$ cat src/sv/windowed_moving_average_core_assert.svh
// Assertion macros shared by the moving average core.
`ifndef WINDOWED_MOVING_AVERAGE_CORE_ASSERT_SVH
`define WINDOWED_MOVING_AVERAGE_CORE_ASSERT_SVH

// Check that cons holds in the same cycle as ante.
`define WMA_ASSERT_SAME(label, clk, rst_n, ante, cons) \
    label: assert property (@(posedge clk) disable iff (!(rst_n)) (ante) |-> (cons)) \
        else $error("moving average core: same-cycle check failed");

// Check that cons holds in the cycle after ante.
`define WMA_ASSERT_NEXT(label, clk, rst_n, ante, cons) \
    label: assert property (@(posedge clk) disable iff (!(rst_n)) (ante) |=> (cons)) \
        else $error("moving average core: next-cycle check failed");

`endif

$ cat src/sv/wma_pkg.sv
// Package with widths, types and codes of the moving average core.
package wma_pkg;

    // Largest window the ring holds.
    localparam int WINDOW_MAX = 256;

    localparam int SAMPLE_W = 32;
    localparam int WIN_W    = 9;
    localparam int POS_W    = $clog2(WINDOW_MAX);
    localparam int CNT_W    = POS_W + 1;
    localparam int SUM_W    = SAMPLE_W + POS_W;
    localparam int DCNT_W   = $clog2(SUM_W);
    localparam int EXT_W    = (WIN_W > CNT_W) ? WIN_W : CNT_W;

    // Configuration port.
    localparam int APB_DW = 32;
    localparam int ADDR_W = 3;
    localparam logic [ADDR_W-3:0] REG_WINDOW = '0;

    typedef enum logic [2:0] {
        ST_IDLE,
        ST_UPDATE,
        ST_DIV_LOAD,
        ST_DIV,
        ST_FINISH
    } t_state;

    // Commands from controller to datapath.
    typedef struct packed {
        logic load;
        logic update;
        logic div_start;
        logic div_step;
        logic out_load;
    } t_dp_cmd;

    // Status from datapath to controller.
    typedef struct packed {
        logic pass;
        logic div_last;
    } t_dp_stat;

endpackage

$ cat src/sv/wma_ctrl.sv
// Controller state machine that sequences one item through the datapath.
module wma_ctrl (
    input  logic              i_clk,
    input  logic              i_rst_n,
    input  logic              i_in_valid,
    input  logic              i_out_free,
    input  wma_pkg::t_dp_stat i_stat,
    output logic              o_in_ready,
    output wma_pkg::t_dp_cmd  o_cmd
);
    import wma_pkg::*;

    t_state r_state;
    t_state n_state;

    // Hold state register.
    always_ff @(posedge i_clk) begin
        if (!i_rst_n) begin
            r_state <= ST_IDLE;
        end else begin
            r_state <= n_state;
        end
    end

    // Decide next state and issue commands.
    always_comb begin
        n_state    = r_state;
        o_in_ready = 1'b0;
        o_cmd      = '0;
        case (r_state)
            ST_IDLE: begin
                o_in_ready = 1'b1;
                if (i_in_valid) begin
                    o_cmd.load = 1'b1;
                    n_state    = i_stat.pass ? ST_FINISH : ST_UPDATE;
                end
            end
            ST_UPDATE: begin
                o_cmd.update = 1'b1;
                n_state      = ST_DIV_LOAD;
            end
            ST_DIV_LOAD: begin
                o_cmd.div_start = 1'b1;
                n_state         = ST_DIV;
            end
            ST_DIV: begin
                o_cmd.div_step = 1'b1;
                if (i_stat.div_last) begin
                    n_state = ST_FINISH;
                end
            end
            ST_FINISH: begin
                if (i_out_free) begin
                    o_cmd.out_load = 1'b1;
                    n_state        = ST_IDLE;
                end
            end
            default: begin
                n_state = ST_IDLE;
            end
        endcase
    end
endmodule

$ cat config.mk
export PLATFORM = sky130hd
export DESIGN_NAME = wma_ctrl
export DESIGN_NICKNAME = d
export VERILOG_FILES = /design/src/sv/windowed_moving_average_core_assert.svh /design/src/sv/wma_pkg.sv /design/src/sv/wma_ctrl.sv
export SDC_FILE = /design/constraint.sdc
export NUM_CORES = 1
export LEC_CHECK = 0
export BUFFER_PORTS_ARGS = -buffer_cell sky130_fd_sc_hd__buf_2
export CELL_PAD_IN_SITES_DETAIL_PLACEMENT = 1
export CELL_PAD_IN_SITES_GLOBAL_PLACEMENT = 2
export CORE_AREA = 3 3 40 42
export DETAILED_ROUTE_END_ITERATION = 12
export DIE_AREA = 0 0 43 45
export HOLD_SLACK_MARGIN = 0.12
export PLACE_DENSITY = 0.64
export SKIP_CTS_REPAIR_TIMING = 1
export SLEW_MARGIN = 20
export SYNTH_ARGS = -nofsm -noshare
export SYNTH_HDL_FRONTEND = slang
export SYNTH_SLANG_ARGS = --single-unit
$ cat constraint.sdc
create_clock -name i_clk -period 1.28 [get_ports i_clk]
set_clock_uncertainty 0.15 [all_clocks]
set_input_delay 0.192 -clock i_clk [delete_from_list [all_inputs] [get_ports i_clk]]
set_output_delay 0.192 -clock i_clk [all_outputs]
set_load 0.05 [all_outputs]
# Word level (Yosys, flattened, before mapping)
# Cells that the tools add are included.
[classes]
n_eq_ne = 7
mux = 13
n_reduce_logical = 2
[ops]
columns = ["operator", "n"]
rows = [
  ["$pmux W3 S5", 1],
  ["$mux W3", 4],
  ["$mux W1", 8],
  ["$eq A3 B2 Y1 const B", 2],
  ["$ne A2 B2 Y1 const B", 3],
  ["$eq A3 B1 Y1 const B", 1],
  ["$eq A3 B3 Y1 const B", 1],
  ["$logic_not A3 Y1", 1],
  ["$reduce_and A3 Y1", 1],
]
[totals]
regBits = 3
in_bits = 6
word_cells = 23

# Depth between registers and ports, before layout
# Gate-level depths: netlist of run 1.
[logic_depth]
ltp_word = 3
ltp_mapped = 4

# Worst setup path after synthesis of run 1
# Ideal clock, no wire load.
[synth_timing]
kind = "register to output"
start = "reg r_state[1]"
end = "out o_cmd[4] (netlist bit)"
arrival_time_ns = 2.151
required_ns = 0.938
path_slack_ns = -1.213
stages_incl_launch_ff = 4
n_path_buf = 1
path_cell_list = "dfxtp_1 buf_4 nor3_1 and2_1"
[synth_lines]
columns = ["item", "line_no", "source"]
rows = [
  ["from (decl)", "wma_ctrl.sv:13", "t_state r_state;"],
  ["from (signal assigned)", "wma_ctrl.sv:21", "r_state <= n_state;"],
  ["to (decl)", "wma_ctrl.sv:9", "output wma_pkg::t_dp_cmd o_cmd"],
]

==> results.sh, run 1 <==
export IMPL_synth_top_area_share=0.264
export IMPL_synth_cells=26
export IMPL_slew_headroom=0.775
export IMPL_grt_start_max_net_pins=10
export IMPL_p_leak_uw=0.000217
export IMPL_start_util=0.177
export IMPL_startpoint_type="register"
export IMPL_multi_input_area_um2=169
export IMPL_die_area_mm2=0.00194
export IMPL_seqCellArea_um2=71.3
export IMPL_ys_ff_latch=3
export IMPL_worstPathCellList="buf_6 -> nor3b_2 -> buf_6"
export IMPL_fmax_mhz=694
export IMPL_yosysSeqAreaShare=0.264
export IMPL_finalHoldViolations=0
export IMPL_crit_end="o_cmd[3]"
export IMPL_grt_pass1_vias=265
export IMPL_overflow=0
export IMPL_place_gp_congestion=0.799
export IMPL_cts_buffers=3
export IMPL_outcome="finished, violations left"
export IMPL_num_vias=293
export IMPL_syn_to_final_growth_pct=108
export IMPL_first_iter_violations=8
export IMPL_firstDrtPassIters=4
export IMPL_cts_sinks=3
export IMPL_cts_tree="built"
export IMPL_cp_max_fo=7
export IMPL_cp_startpoint="r_state[2]$_SDFFE_PN0P_"
export IMPL_dpl_hpwl_um=534
export IMPL_synth_area_top_cells="dfxtp_1, nor3_1, a2111oi_2"
export IMPL_ioPinCount=12
export IMPL_largest_reg_flops=3
export IMPL_powerDensity_mw_per_mm2=1210
export IMPL_crit_family="flip-flops"
export IMPL_hp_class="in2reg"
export IMPL_tightest_slew_ns=0.337
export IMPL_crit_cells=3
export IMPL_fin_crit_ns=1.44
export IMPL_drv_slew=0
export IMPL_reg_top3="r_state (3)"
export IMPL_fin_ws_ns=-0.160
export IMPL_regMostFlops="r_state"
export IMPL_rrSetupSlack_ns=-0.07
export IMPL_routedWlPerCell_um=12.7
export IMPL_core_area_mm2=0.00128
export IMPL_setup_viol=7
export IMPL_synth_warnings=0
export IMPL_vias_per_cell=4.58
export IMPL_cpMostUsedCell="buf_6"
export IMPL_postRouteAntennaNets=0
export IMPL_synth_nets=32
export IMPL_port_buffers=11
export IMPL_wirelength_um=814
export IMPL_dieHeight_um=45
export IMPL_reg2reg_from="r_state[1]$_SDFFE_PN0P_"
export IMPL_rsz0062_at_grt="yes"
export IMPL_synth_area_per_cell_um2=8.76
export IMPL_cap_violations=0
export IMPL_synth_largest_area_cell="dfxtp_1"
export IMPL_nNetsFinal=56
export IMPL_syn_area_um2=228
export IMPL_critPathSlowestCell="dfxtp_4"
export IMPL_grtUsageTotal=0.0792
export IMPL_crit_type="reg2out"
export IMPL_clockRootBuffer="clkbuf_4"
export IMPL_rr_endpoint="r_state[2]$_SDFFE_PN0P_"
export IMPL_crit_buf_inv=2
export IMPL_drc=0
export IMPL_die_x_um=43
export IMPL_reg2reg_depth=3
export IMPL_cp_end_kind="output pin"
export IMPL_timing_final_crit_share=1.13
export IMPL_cts_buffer_depth=2
export IMPL_synthDistinctLibCells=19
export IMPL_required_ns=0.94
export IMPL_antenna_found_initial=0
export IMPL_grt_pass1_wl_um=1080
export IMPL_fin_util=0.369
export IMPL_peakVddDrop_mv=0.320
export IMPL_antenna_cells=0
export IMPL_rows=13
export IMPL_htree_levels=1
export IMPL_worstHoldStart="i_stat[0]"
export IMPL_hold_slack_ns=0.103
export IMPL_clk_latency_ns=0.23
export IMPL_violations="setup timing"
export IMPL_crit_path_max_incr_delay_ns=0.37
export IMPL_clkTransAtPathRegs_ns=0.04
export IMPL_fill_cells=149
export IMPL_drive_gt1_frac=0.735
export IMPL_arrival_ns=1.10
synth_stat cells (all sizes together):
cell type / n
a2111oi: 1
a21boi: 1
a31oi: 2
and2: 1
and2b: 1
and3b: 1
buf: 3
dfxtp: 3
inv: 1
nand2: 2
nor2b: 1
nor3: 3
nor3b: 3
o21ai: 1
o21bai: 1
o221a: 1
metrics by stage:
step / setup TNS, ns / instance area (µm²) / instances / setup WS (ns) / total power (µW)
6_report: -0.774 / 474 / 64 / -0.160 / 573
5_1_grt: -1.13 / 474 / 64 / -0.212 / 607
4_1_cts: -2.00 / 387 / 60 / -0.343 / 530
3_5_place_dp: -0.522 / 360 / 56 / -0.133 / 360
3_3_place_gp: -0.399 / 360 / 56 / -0.137 / 356
2_1_floorplan: -0.928 / 264 / 26 / -0.327 / 302
area by class of cell:
class | instances | share of cell area
Timing Repair Buffer | 22 | 0.391
Multi-Input combinational cell | 19 | 0.356
Sequential cell | 3 | 0.150
Clock buffer | 4 | 0.0554
Tap cell | 15 | 0.0396
Inverter | 1 | 0.00792
tightest hold or removal path, delay by kind of cell:
family | cells | cell delay [ns]
compound gates | 1 | 0.06
simple gates | 1 | 0.06
buf+inv | 2 | 0.12
layout by cell type, fill, tap and decap left out, types with 2 or more instances in the layout:
master,count
a31oi_1,2
buf_2,5
buf_4,8
buf_6,4
buf_8,2
clkbuf_4,3
dfxtp_4,3
dlygate4sd3_1,2
nand2_1,2
nor3b_2,3
cells by family (layout without fill, tap and decap cells):
| family | after synthesis | after routing | synth area share |
|---|---|---|---|
| buf+inv | 4 | 27 | 0.121 |
| simple gates | 12 | 12 | 0.357 |
| flops | 3 | 3 | 0.264 |
| compound gates | 7 | 7 | 0.258 |
power by group:
| part | switching (µW) | total (µW) | leakage, µW | internal [µW] |
|---|---|---|---|---|
| clock | 47.7 | 164 | 0.0000150 | 117 |
| combinational | 140 | 274 | 0.000175 | 133 |
| sequential | 27.6 | 135 | 0.0000267 | 107 |
metal layers:
| metal | share of wire | routed length [µm] | global-route usage | vias to the layer above |
|---|---|---|---|---|
| li1 | - | - | - | 144 |
| met1 | 0.42 | 344 | 0.0870 | 137 |
| met2 | 0.53 | 430 | 0.120 | 10 |
| met3 | 0.041 | 33 | 0.0279 | 2 |
| met4 | 0.0074 | 6 | 0.0723 | 0 |
| met5 | 0 | 0 | 0 | - |
worst min path at each step:
stage                     cells after the start                      end
final                                         4  r_state[0]$_SDFFE_PN0P_
after global routing                          4  r_state[0]$_SDFFE_PN0P_
after CTS                                     2  r_state[1]$_SDFFE_PN0P_
after detailed placement                      2  r_state[1]$_SDFFE_PN0P_
after global placement                        2  r_state[1]$_SDFFE_PN0P_
after floorplan                               1  r_state[1]$_SDFFE_PN0P_
Power figures use the tool's default switching activity.
==> inputs of run 2 (changes only) <==
PLACE_DENSITY = 0.62   (was 0.64)
clock period = 1.54 ns   (was 1.28 ns; I/O delays follow)
==> run 2 against run 1 <==
Compared with the run above:
- the flow now finishes without violations
- clock power decreased by 15%
- routed wire length decreased by 16%
- utilization down 5.3 points
- sequential cell count stayed put
- largest cell class is now multi-input gates
==> results.sh, run 2 (synthesized netlist as in run 1, its figures left out) <==
export IMPL_antenna_cells=0
export IMPL_antenna_found_initial=0
export IMPL_crit_type="reg2out"
export IMPL_reg_top3="r_state (3)"
export IMPL_p_comb_frac=0.420
export IMPL_cap_violations=0
export IMPL_vias_per_cell=4.72
export IMPL_cpMostUsedCell="buf_4"
export IMPL_grt_pass1_vias=268
export IMPL_die_area_mm2=0.00194
export IMPL_htree_levels=1
export IMPL_clk_latency_ns=0.23
export IMPL_dieHeight_um=45
export IMPL_worstPathCellList="buf_4 -> nor3b_2 -> buf_4"
export IMPL_clkTransAtPathRegs_ns=0.04
export IMPL_hp_class="in2reg"
export IMPL_finalHoldViolations=0
export IMPL_ioPinCount=12
export IMPL_fin_crit_ns=1.51
export IMPL_swShare=0.398
export IMPL_wl_met2_um=357
export IMPL_firstDrtPassIters=2
export IMPL_grt_start_max_net_pins=10
export IMPL_drive_gt1_frac=0.674
export IMPL_regMostFlops="r_state"
export IMPL_first_iter_violations=4
export IMPL_drv_slew=0
export IMPL_switchingPower_uw=174
export IMPL_arrival_ns=1.13
export IMPL_startpoint_type="register"
export IMPL_postRouteAntennaNets=0
export IMPL_routedWlPerCell_um=11.8
export IMPL_overflow=0
export IMPL_clock_power_share=0.321
export IMPL_dr_wl_met3_um=51
export IMPL_clockRootBuffer="clkbuf_4"
export IMPL_intPower_uw=263
export IMPL_fmax_mhz=661
export IMPL_rsz0062_at_grt="yes"
export IMPL_largest_reg_flops=3
export IMPL_tightest_slew_ns=0.272
export IMPL_core_area_mm2=0.00128
export IMPL_cp_max_fo=6
export IMPL_p_seq_frac=0.259
export IMPL_outcome="completed"
export IMPL_num_vias=274
export IMPL_slew_headroom=0.818
export IMPL_wl_met1_um=267
export IMPL_required_ns=1.16
export IMPL_port_buffers=11
export IMPL_p_leak_uw=0.000177
export IMPL_finalSetupTns_ns=0
export IMPL_syn_to_final_growth_pct=78.6
export IMPL_grt_pass1_wl_um=1080
export IMPL_crit_buf_inv=2
export IMPL_cts_tree="built"
export IMPL_setup_viol=0
export IMPL_crit_family="buffers and inverters"
export IMPL_cts_sinks=3
export IMPL_cts_buffer_depth=2
export IMPL_nNetsFinal=50
export IMPL_hold_slack_ns=0.232
export IMPL_powerDensity_mw_per_mm2=1070
export IMPL_fin_ws_ns=0.0265
export IMPL_rows=13
export IMPL_timing_final_crit_share=0.983
export IMPL_cp_end_kind="output pin"
export IMPL_drc=0
export IMPL_grtUsageTotal=0.0756
export IMPL_peakVddDrop_mv=0.364
export IMPL_start_util=0.177
export IMPL_instances_no_fill=58
export IMPL_place_gp_congestion=0.688
export IMPL_highest_layer="met4"
export IMPL_final_cell_mix="buf_2, buf_4, clkbuf_4, nor3b_2, dfxtp_4"
export IMPL_power_uw=436
export IMPL_critPathSlowestCell="dfxtp_4"
export IMPL_wirelength_um=685
export IMPL_dp_cells=52
export IMPL_place_ws_ns=0.0824
export IMPL_crit_path_max_incr_delay_ns=0.36
export IMPL_die_x_um=43
export IMPL_cts_buffers=3
run 2: layout make-up:
cell class,instances,area (µm²)
multi-input cells,19,173
clock buffers,4,26.3
flip-flops and latches,3,71.3
fillers,151,878
well taps,15,18.8
repair buffers,16,114
inverters,1,3.75
run 2: path summary, 6_finish.rpt:
check	cells after the start	to	slack (ns)	startpoint
worst max-delay path	3	o_cmd[2]	0.03	r_state[2]$_SDFFE_PN0P_
worst min-delay path	4	r_state[0]$_SDFFE_PN0P_	0.23	i_stat[1]
worst max register to register	4	r_state[2]$_SDFFE_PN0P_	0.23	r_state[0]$_SDFFE_PN0P_
worst min register to register	1	r_state[1]$_SDFFE_PN0P_	0.39	r_state[0]$_SDFFE_PN0P_
run 2: power by group through the flow:
stage,Clock [µW],Combinational [µW],Sequential [µW]
2_1_floorplan,0,150,92.4
3_3_place_gp,0,166,111
3_5_place_dp,0,169,111
4_1_cts,149,169,110
5_1_grt,154,195,116
6_report,140,183,113
run 2: through the flow:
stage	area (µm²)	utilization
3_5_place_dp	327	0.254
2_1_floorplan	254	-
4_1_cts	353	0.275
6_report	407	0.316
5_1_grt	407	0.316
3_3_place_gp	327	0.254
run 2: layer usage:
| layer | vias to the layer above | global-route usage |
|---|---|---|
| met5 | - | 0 |
| met4 | 0 | 0.0542 |
| met3 | 2 | 0.0159 |
| met2 | 9 | 0.138 |
| met1 | 132 | 0.0767 |
| li1 | 131 | - |
run 2: worst register-to-register path: cells and delay by family (launching register included):
kind	cells	cell delay, ns
AOI/OAI and AO/OA	2	0.34
buffers and inverters	1	0.16
DFF	1	0.37
and+or+nand+nor	1	0.17
==> inputs of run 3 (changes only) <==
SETUP_SLACK_MARGIN = 0.15   (was not set)
==> run 3 against run 2 <==
Compared with the run above:
- hold slack got worse by 0.021 ns
- maximum frequency grew 1.3%
- die area is the same
- global-route usage is 0.077 points lower
- design area is 21% higher
- register-to-register slack lost 0.03 ns
- first-iteration DRC count decreased by 75%
- routed wire length grew 1.5%
- critical endpoint is now o_cmd[3]
- largest power group unchanged
==> results.sh, run 3 (synthesized netlist as in run 1, its figures left out) <==
export IMPL_outcome="completed"
export IMPL_design_area_um2=492
export IMPL_cts_buffer_depth=2
export IMPL_vias_per_cell=4.38
export IMPL_cp_max_fo=7
export IMPL_antenna_found_initial=0
export IMPL_clkTransAtPathRegs_ns=0.04
export IMPL_firstDrtPassIters=2
export IMPL_peakVddDrop_mv=0.358
export IMPL_clk_latency_ns=0.23
export IMPL_hp_class="in2reg"
export IMPL_ioPinCount=12
export IMPL_place_area_um2=323
export IMPL_largest_reg_flops=3
export IMPL_postRouteAntennaNets=0
export IMPL_crit_type="reg2out"
export IMPL_required_ns=1.16
export IMPL_cts_sinks=3
export IMPL_wirelength_um=695
export IMPL_drc=0
export IMPL_cts_buffers=3
export IMPL_fmax_mhz=669
export IMPL_nNetsFinal=53
export IMPL_start_util=0.177
export IMPL_regMostFlops="r_state"
export IMPL_arrival_ns=1.11
export IMPL_rr_endpoint="r_state[2]$_SDFFE_PN0P_"
export IMPL_core_area_mm2=0.00128
export IMPL_rows=13
export IMPL_drive_gt1_frac=0.739
export IMPL_reg_top3="r_state (3)"
export IMPL_grt_pass1_vias=239
export IMPL_num_vias=267
export IMPL_clockRootBuffer="clkbuf_4"
export IMPL_setup_viol=0
export IMPL_cap_violations=0
export IMPL_rrSetupSlack_ns=0.20
export IMPL_grt_start_max_net_pins=13
export IMPL_place_gp_congestion=0.667
export IMPL_finalHoldViolations=0
export IMPL_grtUsageTotal=0.0749
export IMPL_first_iter_violations=1
export IMPL_final_common_cell="buf_6"
export IMPL_rsz0062_at_grt="yes"
export IMPL_slew_headroom=0.825
export IMPL_grt_pass1_wl_um=993
export IMPL_port_buffers=11
export IMPL_reg2reg_depth=5
export IMPL_die_area_mm2=0.00194
export IMPL_die_x_um=43
export IMPL_routedWlPerCell_um=11.4
export IMPL_cp_end_kind="output pin"
export IMPL_htree_levels=1
export IMPL_powerDensity_mw_per_mm2=1030
export IMPL_antenna_cells=0
export IMPL_worstHoldStart="i_stat[1]"
export IMPL_startpoint_type="register"
export IMPL_worstHoldEndpoint="r_state[0]$_SDFFE_PN0P_"
export IMPL_fin_crit_ns=1.49
export IMPL_hold_slack_ns=0.211
export IMPL_dieHeight_um=45
export IMPL_cts_tree="built"
export IMPL_tightest_slew_ns=0.262
export IMPL_power_uw=505
export IMPL_drv_slew=0
export IMPL_syn_to_final_growth_pct=116
export IMPL_fill_cells=148
export IMPL_overflow=0
export IMPL_reg2reg_from="r_state[1]$_SDFFE_PN0P_"
export IMPL_timing_final_crit_share=0.970
export IMPL_p_leak_uw=0.000212
export IMPL_final_cell_mix="buf_6, buf_2, buf_4, clkbuf_4, dfxtp_4"
export IMPL_min_delay_path_depth=4
## run 3: cell count changes in the layout (fill, tap and decap cells not counted), sizes merged
cell | before | now
buf | 13 | 17
clkbuf | 5 | 4
## run 3: layer usage
metal / part of all wire / global-route usage
met5: 0 / 0
met3: 0.076 / 0.0558
met2: 0.55 / 0.108
met1: 0.38 / 0.0745
met4: 0 / 0.0542
## run 3: layout make-up
class | count | area (µm²) | share of cell area
flip-flops and latches | 3 | 71.3 | 0.145
repair buffers | 19 | 173 | 0.351
clock buffers | 4 | 26.3 | 0.0534
well taps | 15 | 18.8 | 0.0382
multi-input cells | 19 | 199 | 0.405
inverters | 1 | 3.75 | 0.00763
## run 3: power by group
part           internal, µW  switching [µW]  leakage (µW)  total [µW]
Clock                  97.2            42.8     0.0000150         140
Sequential             89.0            25.3     0.0000267         114
Combinational           129             122      0.000170         250
Total                   315             190      0.000212         505
## run 3: how the worst max path moves through the flow
stage | from | to | depth (start not counted)
after floorplan | r_state[1]$_SDFFE_PN0P_ | o_cmd[4] | 3
after global placement | r_state[2]$_SDFFE_PN0P_ | r_state[2]$_SDFFE_PN0P_ | 3
after detailed placement | r_state[2]$_SDFFE_PN0P_ | o_cmd[3] | 3
after CTS | r_state[2]$_SDFFE_PN0P_ | o_cmd[3] | 3
after global routing | r_state[2]$_SDFFE_PN0P_ | o_cmd[4] | 3
final | r_state[2]$_SDFFE_PN0P_ | o_cmd[3] | 3
## run 3: metrics by stage
step | std cells | utilization | TNS, ns | worst slack (ns)
floorplan | 26 | - | -0.150 | -0.107
global placement | 51 | 0.251 | 0 | 0.164
detailed placement | 51 | 0.251 | 0 | 0.158
CTS | 55 | 0.272 | -0.430 | -0.103
global route | 61 | 0.383 | 0 | 0.00896
finish | 61 | 0.383 | 0 | 0.0461
## run 3: critical path, cell delays in order, from the launching register on
cell and delay, ns:
dfxtp_4 0.37, buf_6 0.13, nor3b_2 0.20, buf_6 0.18
